==> config.mk <==
export PLATFORM = sky130hd
export DESIGN_NAME = auto_level_match_gain_core
export DESIGN_NICKNAME = d
export VERILOG_FILES = /design/src/hdl/alm_pkg.sv /design/src/hdl/alm_mul.sv /design/src/hdl/alm_divsqrt.sv /design/src/hdl/auto_level_match_gain_core.sv
export VERILOG_INCLUDE_DIRS = /design/src /design/src/hdl
export SDC_FILE = /design/constraint.sdc
export NUM_CORES = 2
export LEC_CHECK = 0
export ABC_AREA = 1
export BUFFER_PORTS_ARGS = -buffer_cell sky130_fd_sc_hd__buf_2
export CAP_MARGIN = 10
export CELL_PAD_IN_SITES_DETAIL_PLACEMENT = 1
export CELL_PAD_IN_SITES_GLOBAL_PLACEMENT = 2
export CORE_UTILIZATION = 38
export CTS_CLUSTER_SIZE = 20
export DETAILED_ROUTE_END_ITERATION = 10
export GPL_TIMING_DRIVEN = 0
export PLACE_DENSITY = 0.92
export SYNTH_ARGS = -nofsm -noshare
export SYNTH_HDL_FRONTEND = slang
export SYNTH_SLANG_ARGS = --single-unit
==> constraint.sdc <==
create_clock -name clock -period 11.61 [get_ports clock]
set_input_delay 2.322 -clock clock [delete_from_list [all_inputs] [get_ports clock]]
set_output_delay 2.322 -clock clock [all_outputs]
set_load 0.005 [all_outputs]
==> src/hdl/assert_macros.svh <==
// Assertion macros shared by the level match gain RTL.
// No dependencies; included by the modules that carry assertions.
`ifndef ASSERT_MACROS_SVH
`define ASSERT_MACROS_SVH

// The consequent must hold in the same cycle as the antecedent.
`define ALM_ASSERT_IMPLIES(label, clk, rst, ante, cons, msg) \
   label: assert property (@(posedge clk) disable iff (rst) (ante) |-> (cons)) \
      else $error(msg);

// The consequent must hold in the cycle after the antecedent.
`define ALM_ASSERT_NEXT(label, clk, rst, ante, cons, msg) \
   label: assert property (@(posedge clk) disable iff (rst) (ante) |=> (cons)) \
      else $error(msg);

`endif

==> src/hdl/alm_pkg.sv <==
// Package for the level match gain block: payload types, widths and register codes.
// No dependencies; imported by every module of the block.
`timescale 1ns / 1ps
`default_nettype none

package alm_pkg;

   localparam int SAMPLE_WIDTH = 24;
   localparam int ENERGY_WIDTH = 48;
   localparam int COEF_WIDTH   = 32;
   localparam int GAIN_WIDTH   = 32;
   localparam int GAIN_OUT_WIDTH = 31;
   localparam int BOOT_WIDTH   = 17;

   localparam int CSR_INDEX_WIDTH = 3;
   localparam int CSR_DATA_WIDTH  = 48;

   localparam logic [CSR_INDEX_WIDTH-1:0] CSR_ENERGY_COEF    = 3'd0;
   localparam logic [CSR_INDEX_WIDTH-1:0] CSR_ACTIVITY_COEF  = 3'd1;
   localparam logic [CSR_INDEX_WIDTH-1:0] CSR_GAIN_UP_COEF   = 3'd2;
   localparam logic [CSR_INDEX_WIDTH-1:0] CSR_GAIN_DOWN_COEF = 3'd3;
   localparam logic [CSR_INDEX_WIDTH-1:0] CSR_BOOT_COEF      = 3'd4;
   localparam logic [CSR_INDEX_WIDTH-1:0] CSR_BOOT_LENGTH    = 3'd5;
   localparam logic [CSR_INDEX_WIDTH-1:0] CSR_GATE_ENERGY    = 3'd6;

   localparam logic [COEF_WIDTH-1:0]   RST_ENERGY_COEF    = 32'd4294862000;
   localparam logic [COEF_WIDTH-1:0]   RST_ACTIVITY_COEF  = 32'd4293849000;
   localparam logic [COEF_WIDTH-1:0]   RST_GAIN_UP_COEF   = 32'd4294868000;
   localparam logic [COEF_WIDTH-1:0]   RST_GAIN_DOWN_COEF = 32'd4294768000;
   localparam logic [COEF_WIDTH-1:0]   RST_BOOT_COEF      = 32'd4294154000;
   localparam logic [BOOT_WIDTH-1:0]   RST_BOOT_LENGTH    = 17'd16800;
   localparam logic [ENERGY_WIDTH-1:0] RST_GATE_ENERGY    = 48'd22250000;

   localparam logic [GAIN_WIDTH-1:0] UNITY_GAIN = 32'd1073741824;

   // Serial multiplier: signed multiplicand, unsigned multiplier.
   localparam int MUL_M_WIDTH = 50;
   localparam int MUL_N_WIDTH = 32;
   localparam int PROD_WIDTH  = MUL_M_WIDTH + 1 + MUL_N_WIDTH;

   // Ratio numerator and denominator are energies plus one LSB.
   localparam int RATIO_WIDTH = ENERGY_WIDTH + 1;
   localparam int ROOT_WIDTH  = 31;
   localparam int QUO_WIDTH   = 2 * ROOT_WIDTH;

   typedef struct packed {
      logic signed [SAMPLE_WIDTH-1:0] ref_left;
      logic signed [SAMPLE_WIDTH-1:0] ref_right;
      logic signed [SAMPLE_WIDTH-1:0] proc_left;
      logic signed [SAMPLE_WIDTH-1:0] proc_right;
   } req_type;

   typedef struct packed {
      logic signed [SAMPLE_WIDTH-1:0] out_left;
      logic signed [SAMPLE_WIDTH-1:0] out_right;
      logic [GAIN_OUT_WIDTH-1:0]      gain_now;
   } rsp_type;

   typedef struct packed {
      logic                          start;
      logic signed [MUL_M_WIDTH-1:0] mcand;
      logic [MUL_N_WIDTH-1:0]        mplier;
   } mul_req_type;

   typedef struct packed {
      logic                   start;
      logic [RATIO_WIDTH-1:0] num;
      logic [RATIO_WIDTH-1:0] den;
   } ds_req_type;

endpackage

`default_nettype wire

==> src/hdl/alm_mul.sv <==
// Bit-serial shift-and-add multiplier, one multiplier bit per cycle.
// Depends on alm_pkg and assert_macros.svh.
`timescale 1ns / 1ps
`default_nettype none
`include "assert_macros.svh"

module alm_mul import alm_pkg::*; (
   input  wire logic                         clock,
   input  wire logic                         reset,
   input  wire mul_req_type                  mul_req,
   output logic                              done,
   output logic signed [PROD_WIDTH-1:0]      product
);

   localparam int CNT_WIDTH = $clog2(MUL_N_WIDTH);

   logic signed [MUL_M_WIDTH:0]   hi_ff, hi_in;
   logic [MUL_N_WIDTH-1:0]        lo_ff, lo_in;
   logic signed [MUL_M_WIDTH-1:0] mcand_ff, mcand_in;
   logic [CNT_WIDTH-1:0]          count_ff, count_in;
   logic                          run_ff, run_in;
   logic                          done_ff, done_in;
   logic signed [MUL_M_WIDTH+1:0] sum;

   always_comb begin
      sum = (MUL_M_WIDTH+2)'(hi_ff) +
            (lo_ff[0] ? (MUL_M_WIDTH+2)'(mcand_ff) : '0);
      hi_in    = hi_ff;
      lo_in    = lo_ff;
      mcand_in = mcand_ff;
      count_in = count_ff;
      run_in   = run_ff;
      done_in  = 1'b0;
      if (run_ff) begin
         // Add, then shift the partial product right by one bit.
         hi_in    = sum[MUL_M_WIDTH+1:1];
         lo_in    = {sum[0], lo_ff[MUL_N_WIDTH-1:1]};
         count_in = count_ff + CNT_WIDTH'(1);
         if (count_ff == CNT_WIDTH'(MUL_N_WIDTH - 1)) begin
            run_in  = 1'b0;
            done_in = 1'b1;
         end
      end else if (mul_req.start) begin
         hi_in    = '0;
         lo_in    = mul_req.mplier;
         mcand_in = mul_req.mcand;
         count_in = '0;
         run_in   = 1'b1;
      end
   end

   always_ff @(posedge clock) begin
      if (reset) begin
         run_ff  <= 1'b0;
         done_ff <= 1'b0;
      end else begin
         run_ff  <= run_in;
         done_ff <= done_in;
      end
      hi_ff    <= hi_in;
      lo_ff    <= lo_in;
      mcand_ff <= mcand_in;
      count_ff <= count_in;
   end

   assign done    = done_ff;
   assign product = {hi_ff, lo_ff};

   `ALM_ASSERT_IMPLIES(a_mul_no_restart, clock, reset, mul_req.start, !run_ff,
      "multiply started while one is running")

endmodule

`default_nettype wire

==> src/hdl/alm_divsqrt.sv <==
// Serial restoring divider followed by a digit-by-digit square root.
// Gives floor(sqrt(num * 2^60 / den)); one quotient bit or one root bit per cycle.
// Depends on alm_pkg and assert_macros.svh.
`timescale 1ns / 1ps
`default_nettype none
`include "assert_macros.svh"

module alm_divsqrt import alm_pkg::*; (
   input  wire logic                   clock,
   input  wire logic                   reset,
   input  wire ds_req_type             ds_req,
   output logic                        done,
   output logic [ROOT_WIDTH-1:0]       root
);

   localparam int DIV_WIDTH = RATIO_WIDTH + 2;
   localparam int REM_WIDTH = ROOT_WIDTH + 3;
   localparam int CNT_WIDTH = $clog2(QUO_WIDTH);

   localparam logic [1:0] PH_IDLE = 2'd0;
   localparam logic [1:0] PH_DIV  = 2'd1;
   localparam logic [1:0] PH_SQRT = 2'd2;

   logic [1:0]            phase_ff, phase_in;
   logic [CNT_WIDTH-1:0]  count_ff, count_in;
   logic [DIV_WIDTH-1:0]  rem_ff, rem_in;
   logic [DIV_WIDTH-1:0]  dvs_ff, dvs_in;
   logic [QUO_WIDTH-1:0]  quo_ff, quo_in;
   logic [REM_WIDTH-1:0]  sq_rem_ff, sq_rem_in;
   logic [ROOT_WIDTH-1:0] root_ff, root_in;
   logic                  done_ff, done_in;

   logic [DIV_WIDTH:0]    shifted, div_diff;
   logic                  div_ge;
   logic [REM_WIDTH+1:0]  sq_cat, trial, sq_diff;
   logic                  sq_ge;

   always_comb begin
      shifted  = {rem_ff, 1'b0};
      div_ge   = shifted >= {1'b0, dvs_ff};
      div_diff = shifted - {1'b0, dvs_ff};
      sq_cat   = {sq_rem_ff, quo_ff[QUO_WIDTH-1 -: 2]};
      trial    = (REM_WIDTH+2)'({root_ff, 2'b01});
      sq_ge    = sq_cat >= trial;
      sq_diff  = sq_cat - trial;

      phase_in  = phase_ff;
      count_in  = count_ff;
      rem_in    = rem_ff;
      dvs_in    = dvs_ff;
      quo_in    = quo_ff;
      sq_rem_in = sq_rem_ff;
      root_in   = root_ff;
      done_in   = 1'b0;

      case (phase_ff)
         PH_IDLE: begin
            if (ds_req.start) begin
               // The numerator is below four times the denominator, so dividing
               // by 4*den gives all quotient bits as fraction bits.
               rem_in   = DIV_WIDTH'(ds_req.num);
               dvs_in   = {ds_req.den, 2'b00};
               quo_in   = '0;
               count_in = '0;
               phase_in = PH_DIV;
            end
         end
         PH_DIV: begin
            rem_in   = div_ge ? div_diff[DIV_WIDTH-1:0] : shifted[DIV_WIDTH-1:0];
            quo_in   = {quo_ff[QUO_WIDTH-2:0], div_ge};
            count_in = count_ff + CNT_WIDTH'(1);
            if (count_ff == CNT_WIDTH'(QUO_WIDTH - 1)) begin
               count_in  = '0;
               sq_rem_in = '0;
               root_in   = '0;
               phase_in  = PH_SQRT;
            end
         end
         PH_SQRT: begin
            sq_rem_in = sq_ge ? sq_diff[REM_WIDTH-1:0] : sq_cat[REM_WIDTH-1:0];
            root_in   = {root_ff[ROOT_WIDTH-2:0], sq_ge};
            quo_in    = {quo_ff[QUO_WIDTH-3:0], 2'b00};
            count_in  = count_ff + CNT_WIDTH'(1);
            if (count_ff == CNT_WIDTH'(ROOT_WIDTH - 1)) begin
               phase_in = PH_IDLE;
               done_in  = 1'b1;
            end
         end
         default: begin
            phase_in = PH_IDLE;
         end
      endcase
   end

   always_ff @(posedge clock) begin
      if (reset) begin
         phase_ff <= PH_IDLE;
         done_ff  <= 1'b0;
      end else begin
         phase_ff <= phase_in;
         done_ff  <= done_in;
      end
      count_ff  <= count_in;
      rem_ff    <= rem_in;
      dvs_ff    <= dvs_in;
      quo_ff    <= quo_in;
      sq_rem_ff <= sq_rem_in;
      root_ff   <= root_in;
   end

   assign done = done_ff;
   assign root = root_ff;

   `ALM_ASSERT_IMPLIES(a_ds_done_idle, clock, reset, done_ff, phase_ff == PH_IDLE,
      "root reported while the unit is still busy")

endmodule

`default_nettype wire

==> src/hdl/auto_level_match_gain_core.sv <==
// Automatic level match gain: one result per request, the processed stereo pair scaled
// by a gain that tracks sqrt(reference energy / processed energy). Ten products pass one
// at a time through a bit-serial multiplier; when the gate is open and the ratio does
// not clamp, the ratio also goes through a serial divider of 62 steps and a root of 31
// steps. A finished result waits in an output register, so a new request is taken while
// it is still pending. Configuration writes take effect at once.
// Depends on alm_pkg, alm_mul, alm_divsqrt and assert_macros.svh.
`timescale 1ns / 1ps
`default_nettype none
`include "assert_macros.svh"

module auto_level_match_gain_core import alm_pkg::*; #(
   parameter int unsigned MIN_GAIN = 760151010,
   parameter int unsigned MAX_GAIN = 1516700552
) (
   input  wire logic                        clock,
   input  wire logic                        reset,
   input  wire logic                        req_valid,
   output logic                             req_ready,
   input  wire req_type                     req_data,
   output logic                             rsp_valid,
   input  wire logic                        rsp_ready,
   output rsp_type                          rsp_data,
   input  wire logic                        csr_wr_en,
   input  wire logic [CSR_INDEX_WIDTH-1:0]  csr_index,
   input  wire logic [CSR_DATA_WIDTH-1:0]   csr_wdata
);

   localparam logic [GAIN_WIDTH-1:0] MIN_G = GAIN_WIDTH'(MIN_GAIN);
   localparam logic [GAIN_WIDTH-1:0] MAX_G = GAIN_WIDTH'(MAX_GAIN);

   // Squares carry 2*(SAMPLE_WIDTH-1) fraction bits; energies carry 46.
   localparam int FRAC = 2 * (SAMPLE_WIDTH - 1);
   localparam int ESHR = (FRAC >= 46) ? FRAC - 46 : 0;
   localparam int ESHL = (FRAC < 46) ? 46 - FRAC : 0;
   localparam int SQ_WIDTH = 2 * MUL_N_WIDTH + 1;
   localparam int Y_WIDTH = PROD_WIDTH - 30;
   localparam longint SAT_HI = (longint'(1) <<< (SAMPLE_WIDTH - 1)) - 1;
   localparam longint SAT_LO = -SAT_HI - 1;

   localparam logic [3:0] S_IDLE  = 4'd0;
   localparam logic [3:0] S_ISSUE = 4'd1;
   localparam logic [3:0] S_WAIT  = 4'd2;
   localparam logic [3:0] S_GATE  = 4'd3;
   localparam logic [3:0] S_ROOT  = 4'd4;
   localparam logic [3:0] S_COEF  = 4'd5;
   localparam logic [3:0] S_OUT   = 4'd6;

   localparam logic [3:0] OP_SQ_RL    = 4'd0;
   localparam logic [3:0] OP_SQ_RR    = 4'd1;
   localparam logic [3:0] OP_SQ_PL    = 4'd2;
   localparam logic [3:0] OP_SQ_PR    = 4'd3;
   localparam logic [3:0] OP_BL_REF   = 4'd4;
   localparam logic [3:0] OP_BL_PROC  = 4'd5;
   localparam logic [3:0] OP_BL_ACT   = 4'd6;
   localparam logic [3:0] OP_BL_GAIN  = 4'd7;
   localparam logic [3:0] OP_SC_LEFT  = 4'd8;
   localparam logic [3:0] OP_SC_RIGHT = 4'd9;

   function automatic logic [SAMPLE_WIDTH-1:0] mag(input logic signed [SAMPLE_WIDTH-1:0] s);
      mag = s[SAMPLE_WIDTH-1] ? (~s + SAMPLE_WIDTH'(1)) : s;
   endfunction

   function automatic logic [ENERGY_WIDTH-1:0] energy_of(input logic [SQ_WIDTH-1:0] s);
      logic [SQ_WIDTH-1:0] h;
      h = s >> 1;
      energy_of = ENERGY_WIDTH'((h >> ESHR) << ESHL);
   endfunction

   function automatic logic [SAMPLE_WIDTH-1:0] saturate(input logic signed [Y_WIDTH-1:0] y);
      if (longint'(y) > SAT_HI) begin
         saturate = SAMPLE_WIDTH'(SAT_HI);
      end else if (longint'(y) < SAT_LO) begin
         saturate = SAMPLE_WIDTH'(SAT_LO);
      end else begin
         saturate = y[SAMPLE_WIDTH-1:0];
      end
   endfunction

   // Configuration registers.
   logic [COEF_WIDTH-1:0]   energy_coef_ff, energy_coef_in;
   logic [COEF_WIDTH-1:0]   activity_coef_ff, activity_coef_in;
   logic [COEF_WIDTH-1:0]   gain_up_coef_ff, gain_up_coef_in;
   logic [COEF_WIDTH-1:0]   gain_down_coef_ff, gain_down_coef_in;
   logic [COEF_WIDTH-1:0]   boot_coef_ff, boot_coef_in;
   logic [BOOT_WIDTH-1:0]   boot_length_ff, boot_length_in;
   logic [ENERGY_WIDTH-1:0] gate_energy_ff, gate_energy_in;

   // Filter state.
   logic [ENERGY_WIDTH-1:0] ref_energy_ff, ref_energy_in;
   logic [ENERGY_WIDTH-1:0] proc_energy_ff, proc_energy_in;
   logic [ENERGY_WIDTH-1:0] act_ff, act_in;
   logic [GAIN_WIDTH-1:0]   gain_ff, gain_in;
   logic [BOOT_WIDTH-1:0]   boot_left_ff, boot_left_in;

   // Per-request working registers.
   logic [3:0]              state_ff, state_in;
   logic [3:0]              op_ff, op_in;
   req_type                 req_ff, req_in;
   logic [SQ_WIDTH-1:0]     sq_ff, sq_in;
   logic [ENERGY_WIDTH-1:0] ref_inst_ff, ref_inst_in;
   logic [ENERGY_WIDTH-1:0] proc_inst_ff, proc_inst_in;
   logic                    active_ff, active_in;
   logic [GAIN_WIDTH-1:0]   target_ff, target_in;
   logic [COEF_WIDTH-1:0]   coef_ff, coef_in;
   logic [SAMPLE_WIDTH-1:0] out_left_ff, out_left_in;
   logic                    rsp_valid_ff, rsp_valid_in;
   rsp_type                 rsp_data_ff, rsp_data_in;

   mul_req_type                   mul_req;
   logic                          mul_done;
   logic signed [PROD_WIDTH-1:0]  mul_product;
   ds_req_type                    ds_req;
   logic                          ds_done;
   logic [ROOT_WIDTH-1:0]         ds_root;

   logic [ENERGY_WIDTH:0]         bl_diff;
   logic [ENERGY_WIDTH-1:0]       bl_base;
   logic signed [ENERGY_WIDTH+2:0] bl_sum;
   logic [ENERGY_WIDTH-1:0]       bl_val;
   logic [SQ_WIDTH-1:0]           sq_now;
   logic [PROD_WIDTH-1:0]         scaled;
   logic [GAIN_WIDTH-1:0]         snapped;
   logic [GAIN_WIDTH-1:0]         root_ext;
   logic [RATIO_WIDTH-1:0]        num, den;

   alm_mul u_mul (
      .clock   (clock),
      .reset   (reset),
      .mul_req (mul_req),
      .done    (mul_done),
      .product (mul_product)
   );

   alm_divsqrt u_divsqrt (
      .clock  (clock),
      .reset  (reset),
      .ds_req (ds_req),
      .done   (ds_done),
      .root   (ds_root)
   );

   always_comb begin
      // Blend y = b + floor(c * (a - b) / 2^32), a the held value, b the new one.
      case (op_ff)
         OP_BL_REF: begin
            bl_base = ref_inst_ff;
            bl_diff = {1'b0, ref_energy_ff} - {1'b0, ref_inst_ff};
         end
         OP_BL_PROC: begin
            bl_base = proc_inst_ff;
            bl_diff = {1'b0, proc_energy_ff} - {1'b0, proc_inst_ff};
         end
         OP_BL_ACT: begin
            bl_base = '0;
            bl_diff = {1'b0, act_ff};
         end
         default: begin
            bl_base = ENERGY_WIDTH'(target_ff);
            bl_diff = (ENERGY_WIDTH+1)'(signed'({1'b0, gain_ff} - {1'b0, target_ff}));
         end
      endcase
      bl_sum  = signed'((ENERGY_WIDTH+3)'(bl_base)) +
                (ENERGY_WIDTH+3)'(signed'(mul_product[PROD_WIDTH-1:32]));
      bl_val  = bl_sum[ENERGY_WIDTH-1:0];
      sq_now  = SQ_WIDTH'(mul_product[2*MUL_N_WIDTH-1:0]);
      scaled  = mul_product + PROD_WIDTH'(64'd536870912);
      snapped = (bl_val[GAIN_WIDTH-1:0] >= UNITY_GAIN - GAIN_WIDTH'(1) &&
                 bl_val[GAIN_WIDTH-1:0] <= UNITY_GAIN + GAIN_WIDTH'(1)) ?
                UNITY_GAIN : bl_val[GAIN_WIDTH-1:0];
      root_ext = GAIN_WIDTH'(ds_root);
      num = {1'b0, ref_energy_ff} + RATIO_WIDTH'(1);
      den = {1'b0, proc_energy_ff} + RATIO_WIDTH'(1);
   end

   always_comb begin
      energy_coef_in    = energy_coef_ff;
      activity_coef_in  = activity_coef_ff;
      gain_up_coef_in   = gain_up_coef_ff;
      gain_down_coef_in = gain_down_coef_ff;
      boot_coef_in      = boot_coef_ff;
      boot_length_in    = boot_length_ff;
      gate_energy_in    = gate_energy_ff;
      ref_energy_in     = ref_energy_ff;
      proc_energy_in    = proc_energy_ff;
      act_in            = act_ff;
      gain_in           = gain_ff;
      boot_left_in      = boot_left_ff;
      state_in          = state_ff;
      op_in             = op_ff;
      req_in            = req_ff;
      sq_in             = sq_ff;
      ref_inst_in       = ref_inst_ff;
      proc_inst_in      = proc_inst_ff;
      active_in         = active_ff;
      target_in         = target_ff;
      coef_in           = coef_ff;
      out_left_in       = out_left_ff;
      rsp_valid_in      = rsp_valid_ff;
      rsp_data_in       = rsp_data_ff;
      mul_req           = '0;
      ds_req            = '0;

      if (csr_wr_en) begin
         case (csr_index)
            CSR_ENERGY_COEF:    energy_coef_in    = csr_wdata[COEF_WIDTH-1:0];
            CSR_ACTIVITY_COEF:  activity_coef_in  = csr_wdata[COEF_WIDTH-1:0];
            CSR_GAIN_UP_COEF:   gain_up_coef_in   = csr_wdata[COEF_WIDTH-1:0];
            CSR_GAIN_DOWN_COEF: gain_down_coef_in = csr_wdata[COEF_WIDTH-1:0];
            CSR_BOOT_COEF:      boot_coef_in      = csr_wdata[COEF_WIDTH-1:0];
            CSR_BOOT_LENGTH:    boot_length_in    = csr_wdata[BOOT_WIDTH-1:0];
            CSR_GATE_ENERGY:    gate_energy_in    = csr_wdata[ENERGY_WIDTH-1:0];
            default: begin
            end
         endcase
      end

      if (rsp_valid_ff && rsp_ready) begin
         rsp_valid_in = 1'b0;
      end

      case (state_ff)
         S_IDLE: begin
            if (req_valid) begin
               req_in   = req_data;
               op_in    = OP_SQ_RL;
               state_in = S_ISSUE;
            end
         end
         S_ISSUE: begin
            mul_req.start = 1'b1;
            state_in      = S_WAIT;
            case (op_ff)
               OP_SQ_RL: begin
                  mul_req.mcand  = MUL_M_WIDTH'(mag(req_ff.ref_left));
                  mul_req.mplier = MUL_N_WIDTH'(mag(req_ff.ref_left));
               end
               OP_SQ_RR: begin
                  mul_req.mcand  = MUL_M_WIDTH'(mag(req_ff.ref_right));
                  mul_req.mplier = MUL_N_WIDTH'(mag(req_ff.ref_right));
               end
               OP_SQ_PL: begin
                  mul_req.mcand  = MUL_M_WIDTH'(mag(req_ff.proc_left));
                  mul_req.mplier = MUL_N_WIDTH'(mag(req_ff.proc_left));
               end
               OP_SQ_PR: begin
                  mul_req.mcand  = MUL_M_WIDTH'(mag(req_ff.proc_right));
                  mul_req.mplier = MUL_N_WIDTH'(mag(req_ff.proc_right));
               end
               OP_BL_REF, OP_BL_PROC: begin
                  mul_req.mcand  = MUL_M_WIDTH'(signed'(bl_diff));
                  mul_req.mplier = energy_coef_ff;
               end
               OP_BL_ACT: begin
                  mul_req.mcand  = MUL_M_WIDTH'(signed'(bl_diff));
                  mul_req.mplier = activity_coef_ff;
               end
               OP_BL_GAIN: begin
                  mul_req.mcand  = MUL_M_WIDTH'(signed'(bl_diff));
                  mul_req.mplier = coef_ff;
               end
               OP_SC_LEFT: begin
                  mul_req.mcand  = MUL_M_WIDTH'(req_ff.proc_left);
                  mul_req.mplier = gain_ff;
               end
               default: begin
                  mul_req.mcand  = MUL_M_WIDTH'(req_ff.proc_right);
                  mul_req.mplier = gain_ff;
               end
            endcase
         end
         S_WAIT: begin
            if (mul_done) begin
               state_in = S_ISSUE;
               case (op_ff)
                  OP_SQ_RL: begin
                     sq_in = sq_now;
                     op_in = OP_SQ_RR;
                  end
                  OP_SQ_RR: begin
                     ref_inst_in = energy_of(sq_ff + sq_now);
                     op_in       = OP_SQ_PL;
                  end
                  OP_SQ_PL: begin
                     sq_in = sq_now;
                     op_in = OP_SQ_PR;
                  end
                  OP_SQ_PR: begin
                     proc_inst_in = energy_of(sq_ff + sq_now);
                     op_in        = OP_BL_REF;
                  end
                  OP_BL_REF: begin
                     ref_energy_in = bl_val;
                     op_in         = OP_BL_PROC;
                  end
                  OP_BL_PROC: begin
                     proc_energy_in = bl_val;
                     op_in          = OP_BL_ACT;
                  end
                  OP_BL_ACT: begin
                     // Peak hold: the new reference energy wins over the release.
                     act_in   = (ref_inst_ff > bl_val) ? ref_inst_ff : bl_val;
                     state_in = S_GATE;
                  end
                  OP_BL_GAIN: begin
                     gain_in = snapped;
                     op_in   = OP_SC_LEFT;
                  end
                  OP_SC_LEFT: begin
                     out_left_in = saturate(signed'(scaled[PROD_WIDTH-1:30]));
                     op_in       = OP_SC_RIGHT;
                  end
                  default: begin
                     state_in = S_OUT;
                  end
               endcase
            end
         end
         S_GATE: begin
            active_in = act_ff > gate_energy_ff;
            state_in  = S_COEF;
            if (act_ff > gate_energy_ff) begin
               if ({2'b00, num} >= {den, 2'b00}) begin
                  target_in = MAX_G;
               end else if ({num, 2'b00} < {2'b00, den}) begin
                  target_in = MIN_G;
               end else begin
                  ds_req.start = 1'b1;
                  ds_req.num   = num;
                  ds_req.den   = den;
                  state_in     = S_ROOT;
               end
            end else begin
               ref_energy_in  = '0;
               proc_energy_in = '0;
               boot_left_in   = boot_length_ff;
               target_in      = UNITY_GAIN;
            end
         end
         S_ROOT: begin
            if (ds_done) begin
               if (root_ext < MIN_G) begin
                  target_in = MIN_G;
               end else if (root_ext > MAX_G) begin
                  target_in = MAX_G;
               end else begin
                  target_in = root_ext;
               end
               state_in = S_COEF;
            end
         end
         S_COEF: begin
            if (active_ff && boot_left_ff != '0) begin
               boot_left_in = boot_left_ff - BOOT_WIDTH'(1);
               coef_in      = boot_coef_ff;
            end else begin
               coef_in = (target_ff > gain_ff) ? gain_up_coef_ff : gain_down_coef_ff;
            end
            op_in    = OP_BL_GAIN;
            state_in = S_ISSUE;
         end
         S_OUT: begin
            // The right product stays in the idle multiplier until the output slot frees.
            if (!rsp_valid_ff || rsp_ready) begin
               rsp_data_in.out_right = saturate(signed'(scaled[PROD_WIDTH-1:30]));
               rsp_data_in.out_left  = out_left_ff;
               rsp_data_in.gain_now  = gain_ff[GAIN_OUT_WIDTH-1:0];
               rsp_valid_in          = 1'b1;
               state_in              = S_IDLE;
            end
         end
         default: begin
            state_in = S_IDLE;
         end
      endcase
   end

   always_ff @(posedge clock) begin
      if (reset) begin
         energy_coef_ff    <= RST_ENERGY_COEF;
         activity_coef_ff  <= RST_ACTIVITY_COEF;
         gain_up_coef_ff   <= RST_GAIN_UP_COEF;
         gain_down_coef_ff <= RST_GAIN_DOWN_COEF;
         boot_coef_ff      <= RST_BOOT_COEF;
         boot_length_ff    <= RST_BOOT_LENGTH;
         gate_energy_ff    <= RST_GATE_ENERGY;
         ref_energy_ff     <= '0;
         proc_energy_ff    <= '0;
         act_ff            <= '0;
         gain_ff           <= UNITY_GAIN;
         boot_left_ff      <= RST_BOOT_LENGTH;
         state_ff          <= S_IDLE;
         rsp_valid_ff      <= 1'b0;
      end else begin
         energy_coef_ff    <= energy_coef_in;
         activity_coef_ff  <= activity_coef_in;
         gain_up_coef_ff   <= gain_up_coef_in;
         gain_down_coef_ff <= gain_down_coef_in;
         boot_coef_ff      <= boot_coef_in;
         boot_length_ff    <= boot_length_in;
         gate_energy_ff    <= gate_energy_in;
         ref_energy_ff     <= ref_energy_in;
         proc_energy_ff    <= proc_energy_in;
         act_ff            <= act_in;
         gain_ff           <= gain_in;
         boot_left_ff      <= boot_left_in;
         state_ff          <= state_in;
         rsp_valid_ff      <= rsp_valid_in;
      end
      op_ff        <= op_in;
      req_ff       <= req_in;
      sq_ff        <= sq_in;
      ref_inst_ff  <= ref_inst_in;
      proc_inst_ff <= proc_inst_in;
      active_ff    <= active_in;
      target_ff    <= target_in;
      coef_ff      <= coef_in;
      out_left_ff  <= out_left_in;
      rsp_data_ff  <= rsp_data_in;
   end

   assign req_ready = (state_ff == S_IDLE);
   assign rsp_valid = rsp_valid_ff;
   assign rsp_data  = rsp_data_ff;

   `ALM_ASSERT_IMPLIES(a_gain_range, clock, reset, 1'b1,
      (gain_ff >= MIN_G) && (gain_ff <= MAX_G), "smoothed gain left the clamp range")
   `ALM_ASSERT_IMPLIES(a_gated_clear, clock, reset, (state_ff == S_COEF) && !active_ff,
      (ref_energy_ff == '0) && (proc_energy_ff == '0), "gated request kept its energies")

endmodule

`default_nettype wire

Word-level counts from Yosys, hierarchy flattened
Cells that the tools add are included.
{ "word_totals": {"elab_cells": 251, "output_inout_bits": 81, "register_bits": 1212, "input_bits": 152} }
{ "classes": {"addsub": 18, "n_reduce_logical": 51, "magnitude_cmp": 13, "n_bitwise": 8, "mux": 80, "eq_ne": 38} }
{ "ops": {"columns": ["operator", "count"], "rows": [
  ["82-bit case mux with 8 select lines", 1],
  ["99-bit two-way mux", 4],
  ["32-bit two-way mux", 9],
  ["48-bit two-way mux", 6],
  ["51-bit two-way mux", 4],
  ["48-bit case mux with 2 select lines", 2],
  ["62-bit case mux with 3 select lines", 1],
  ["49-bit case mux with 3 select lines", 1],
  ["24-bit two-way mux", 6],
  ["48-bit case mux with 3 select lines", 1],
  ["51-bit case mux with 2 select lines", 1],
  ["48-bit by 1-bit adder with 49-bit output, second input constant", 2],
  ["48-bit by 48-bit subtractor with 49-bit output", 2],
  ["24-bit by 2-bit adder with 24-bit output, second input constant", 4],
  ["48-bit greater-than comparator", 2],
  ["24-bit inverter", 4],
  ["31-bit two-way mux", 3],
  ["83-bit by 30-bit adder with 83-bit output, second input constant", 1],
  ["83-bit two-way mux", 1],
  ["34-bit two-way mux", 2],
  ["34-bit case mux with 2 select lines", 1],
  ["32-bit case mux with 2 select lines", 1],
  ["62-bit two-way mux", 1],
  ["31-bit case mux with 2 select lines", 1],
  ["66 further kinds", 147]
]} }

Depth between registers and ports, before layout
{ "depth": {"ltp_word": 8, "ltp_mapped": 42} }

By module
A second synthesis with hierarchy kept.
{ "hier_totals": {"cells_unflattened": 11940, "hier_area_um2": 86105.1} }
{ "modules_own_cells": {"columns": ["mod", "instances", "area_each_um2", "cells_per_inst"], "rows": [
  ["auto_level_match_gain_core", 1, 59288.1, 8206],
  ["alm_divsqrt", 1, 16970.0, 2367],
  ["alm_mul", 1, 9846.9, 1367]
]} }

Worst setup path before layout
OpenSTA, ideal clock, no wires.
{ "synth_path": {"path_kind": "input to register", "from": "in rsp_ready", "to": "reg rsp_data_ff, in the netlist rsp_data[0], enable pin", "cell_stages": 2, "n_path_buf": 0, "slack_ps": 1073, "arrival_time_ps": 9826, "setup_ps": 711, "required_time_ps": 10899, "path_cell_list": "nor2_1 -> nor4_1"} }
{ "synth_via": {"elab_chain_len": 2} }
{ "synth_rtl": {"columns": ["element", "line_no", "text"], "rows": [
  ["start: declaration", "auto_level_match_gain_core.sv:22", "input wire logic rsp_ready,"],
  ["1-bit logical OR", "auto_level_match_gain_core.sv:364", "if (!rsp_valid_ff || rsp_ready) begin"],
  ["2-bit AND reduction (no source line)", null, null],
  ["end signal: assignment", "auto_level_match_gain_core.sv:419", "rsp_data_ff <= rsp_data_in;"],
  ["end: declaration", "auto_level_match_gain_core.sv:108", "rsp_type rsp_data_ff, rsp_data_in;"]
]} }
No other way between the ends.
A chain may end at the register's enable or synchronous reset.

Worst setup path after layout
{ "layout_path": {"from": "reg op_ff[3]", "to": "reg act_ff[45]"} }
{ "layout_via": {"elab_chain_len": 5} }
{ "layout_rtl": {"columns": ["element", "line_no", "text"], "rows": [
  ["start: declaration", "auto_level_match_gain_core.sv:98", "logic [3:0] op_ff, op_in;"],
  ["start signal: assignment", "auto_level_match_gain_core.sv:410", "op_ff <= op_in;"],
  ["4-bit by 3-bit == test with 1-bit output, on equally long branches", "auto_level_match_gain_core.sv:145, auto_level_match_gain_core.sv:275", null],
  ["48-bit case mux with 3 select lines", "auto_level_match_gain_core.sv:145", "case (op_ff)"],
  ["48-bit adder", "auto_level_match_gain_core.sv:163", "bl_sum = signed'((ENERGY_WIDTH+3)'(bl_base)) +"],
  ["48-bit greater-than comparator", "auto_level_match_gain_core.sv:302", "act_in = (ref_inst_ff > bl_val) ? ref_inst_ff : bl_val;"],
  ["48-bit two-way mux", "auto_level_match_gain_core.sv:302", null],
  ["end signal: assignment", "auto_level_match_gain_core.sv:404", "act_ff <= act_in;"],
  ["end: declaration", "auto_level_match_gain_core.sv:92", "logic [ENERGY_WIDTH-1:0] act_ff, act_in;"]
]} }
Several ways; a longest one is shown, not always the timed one.

==> results.md <==
* Yosys Warn Count at 0
* Seq/Total Area, Yosys at 39.8%
* Area leader, netlist: edfxtp_1
* GPL Wtd Cong at 1.08
* First-pass GRT wire length at 524000 um
* F_max at 90.9 MHz
* Synth Flop Type: edfxtp_1
* Cts bufs inserted at 144
* IO buf count at 232
* Largest net degree at the start of global routing at 69
* Total power at 0.0213 W
* Crit-path leading delay family: simple AND/OR/NAND/NOR gates
* CP Class: reg2reg
* # placed instances at 13500
* Core area at 210000 um2
* Cell count after synthesis at 10500
* Status: finished, final reports clean
* Vias in the first global route at 79500
* Hold-fix buffers at CTS at 0
* Worst clock skew at 0.0679 ns
* Vias post-DR at 80400
* WHS Endpoint: rsp_data[59]
* Die X at 462 um
* Rel. slew slack at 3.71%
* CTS tree: built
* CP max FO at 10
* FF-to-FF Start: op_ff[3]
* Post-Layout Cell Count at 13800
* Post-DR wirelength/cell at 26.5 um
* Final Cell Area at 90300 um2
* Final setup viols at 0
* Reg2Reg Depth at 40
* 1st-iter DRT viols at 8232
* RSZ-0062 raised after global routing: no
* Setup bufs post-CTS at 0
* DP HPWL at 300000 um
* Grt total ovfl at 0
* Netlist area before placement at 80400 um2
* Die area at 214000 um2
* Fillcell total at 25900
* FF-to-FF setup slack at 0.61 ns
* Register area at 32000 um2
* Crit path buffers/inverters at 9
* Top cell by count, worst path: nand2_1
* Utilization after layout at 43.0%
* Ranking of synthesized cells by area: edfxtp_1, dfxtp_1, nand2_1, ha_1, a21oi_1
* Post-synthesis async set-or-reset flop share at 0%
* Worst Setup Start Kind: flop
* CTS sink cnt at 1209
* Number of flops mapped to enable cells by yosys at 782
* CP arrival at 11.65 ns
* Tmin final at 11.00 ns
* Antenna violations before repair at 40
* Placed instance area at 85600 um2
* Peak supply drop at 0.165 mV
* Post_cts resized at 0
* Starting Density at 38.3%
* Die height at 462 um
* Reg2reg end: act_ff[45]
* Clk_lat worst skew at 0.87 ns
* Crit path largest cell delay at 1.03 ns
* Final wirelength at 366000 um
* H-tree depth at 4
* Post-DRT Antenna Nets at 0
* Hold Vio Cnt, Final at 0
* Required @ worst endpoint at 12.26 ns
* IO Pins at 233
* Layout overhead on the synthesized area at 12.3%
* PD cells at 236 nW/um2
* CP max stage cell: clkbuf_1
* Pleak at 39.0 nW
* Max cap viols at 0
* Hold Crit Class: reg2reg
* Final net count at 11600
* Synthesized flop and latch total at 1209
* Area of the multi-input gates at 41900 um2
* CTS Root Cell: clkbuf_16
* Net Count, Synth at 11200
* Crit end category: flop
* Syn avg cell area at 7.69 um2
* Drt pass-1 iters at 6
* Tcrit/Tclk final at 94.8%
* Layout cells sized above 1 at 5.88%
* Gr usage total at 33.3%
* Worst hold start: out_left_ff[4]
* Vias per inst at 5.82
* Remaining DRCs at 0
* Post-synthesis cell type count at 77
* Hold path cells at 0
* Pins Over Slew Limit at 0
* Yosys top cell area share at 29.2%
* Site Rows at 168
* Clock tree buffer depth at 3
* Worst slew pin tran at 1.41 ns
* Clock Pin Slew Worst Setup and Hold Paths at 0.07 ns
* Final Hold Slack at 0.408 ns
[area by class of cell]
class	count	share of cell area, %
diodes	10	0.0277
repair buffers	270	1.81
flip-flops and latches	1209	35.5
clock inverters	77	0.902
multi-input cells	7521	46.4
clock buffers	183	4.20
inverters	1403	5.83
plain buffers	328	1.47
well taps	2805	3.89
[cell usage in the layout, fill, tap and decap left out, types with 130 or more instances in the layout]
cell type and instances:
clkbuf_1 312, nand4_1 134, ha_1 558, clkbuf_16 145, a21oi_1 1093, nand2_1 1932
nor3_1 156, edfxtp_1 782, a31oi_1 130, nor2_1 1001, dfxtp_1 427, xor2_1 227
o21ai_0 802, inv_1 1380, nand3_1 577, buf_2 250
[worst max path at each step]
stage,from,endpoint,slack (ns),cells past startpoint
after floorplan,rsp_ready,rsp_data[0],1.07,2
after global placement,rsp_ready,rsp_data[54],-2.96,3
after detailed placement,op_ff[3],act_ff[46],1.29,40
after CTS,op_ff[3],act_ff[46],1.25,40
after global routing,op_ff[3],act_ff[45],0.52,40
final,op_ff[3],act_ff[45],0.61,40
[per-stage QoR]
stage	setup WS, ns	TNS, ns
2_1_floorplan	1.07	0
3_3_place_gp	-2.96	-232.19
3_5_place_dp	1.29	0
4_1_cts	1.25	0
5_1_grt	0.518	0
6_report	0.609	0
[synthesized netlist by cell type, drive strengths merged (6+ instances only)]
cell	number
a2111oi	8
a211oi	43
a21boi	31
a21o	47
a21oi	1094
a221oi	21
a22o	17
a22oi	31
a31oi	130
and3	14
buf	48
clkbuf	280
clkinv	14
dfxtp	427
edfxtp	782
fa	7
ha	558
inv	1389
nand2	1942
nand3	586
nand3b	17
nand4	135
nor2	1021
nor3	171
nor3b	6
nor4	72
o2111ai	16
o211ai	84
o21a	57
o21ai	820
o21bai	34
o221ai	23
o22ai	93
o311ai	7
o31ai	13
or2	57
xnor2	112
xor2	227
[registers in the layout, indices dropped and copies added (netlist names), 34 cells and up]
signal / cells
proc_energy_ff: 48
ref_inst_ff: 48
u_mul.mcand_ff: 49
u_mul.hi_ff: 51
u_divsqrt.dvs_ff: 49
req_ff: 96
gate_energy_ff: 48
u_divsqrt.quo_ff: 62
u_divsqrt.rem_ff: 51
rsp_data: 79
act_ff: 48
sq_ff: 49
proc_inst_ff: 48
ref_energy_ff: 48
u_divsqrt.sq_rem_ff: 34
[report_power, final]
group	total [W]	switching [W]	internal [W]
Clock	0.00455	0.00205	0.00250
Sequential	0.00610	0.000753	0.00535
Combinational	0.0107	0.00795	0.00273
Total	0.0213	0.0108	0.0106
[cell families after synthesis]
family	share of synthesized area [%]
simple gates	21.3
compound gates	18.1
buf+inv	8.19
flops	39.8
fa+ha+maj	8.85
xor+xnor	3.70
[per-layer routing]
layer	track usage (%)	routed length [um]	vias to the layer above	share of wire (%)
li1	-	-	36700	-
met1	43.8	155000	39500	42
met2	51.8	160000	3311	44
met3	6.73	30700	814	8.4
met4	16.4	19700	30	5.4
met5	0	212	-	0.058
No activity file was read; power rests on OpenSTA's default activity.
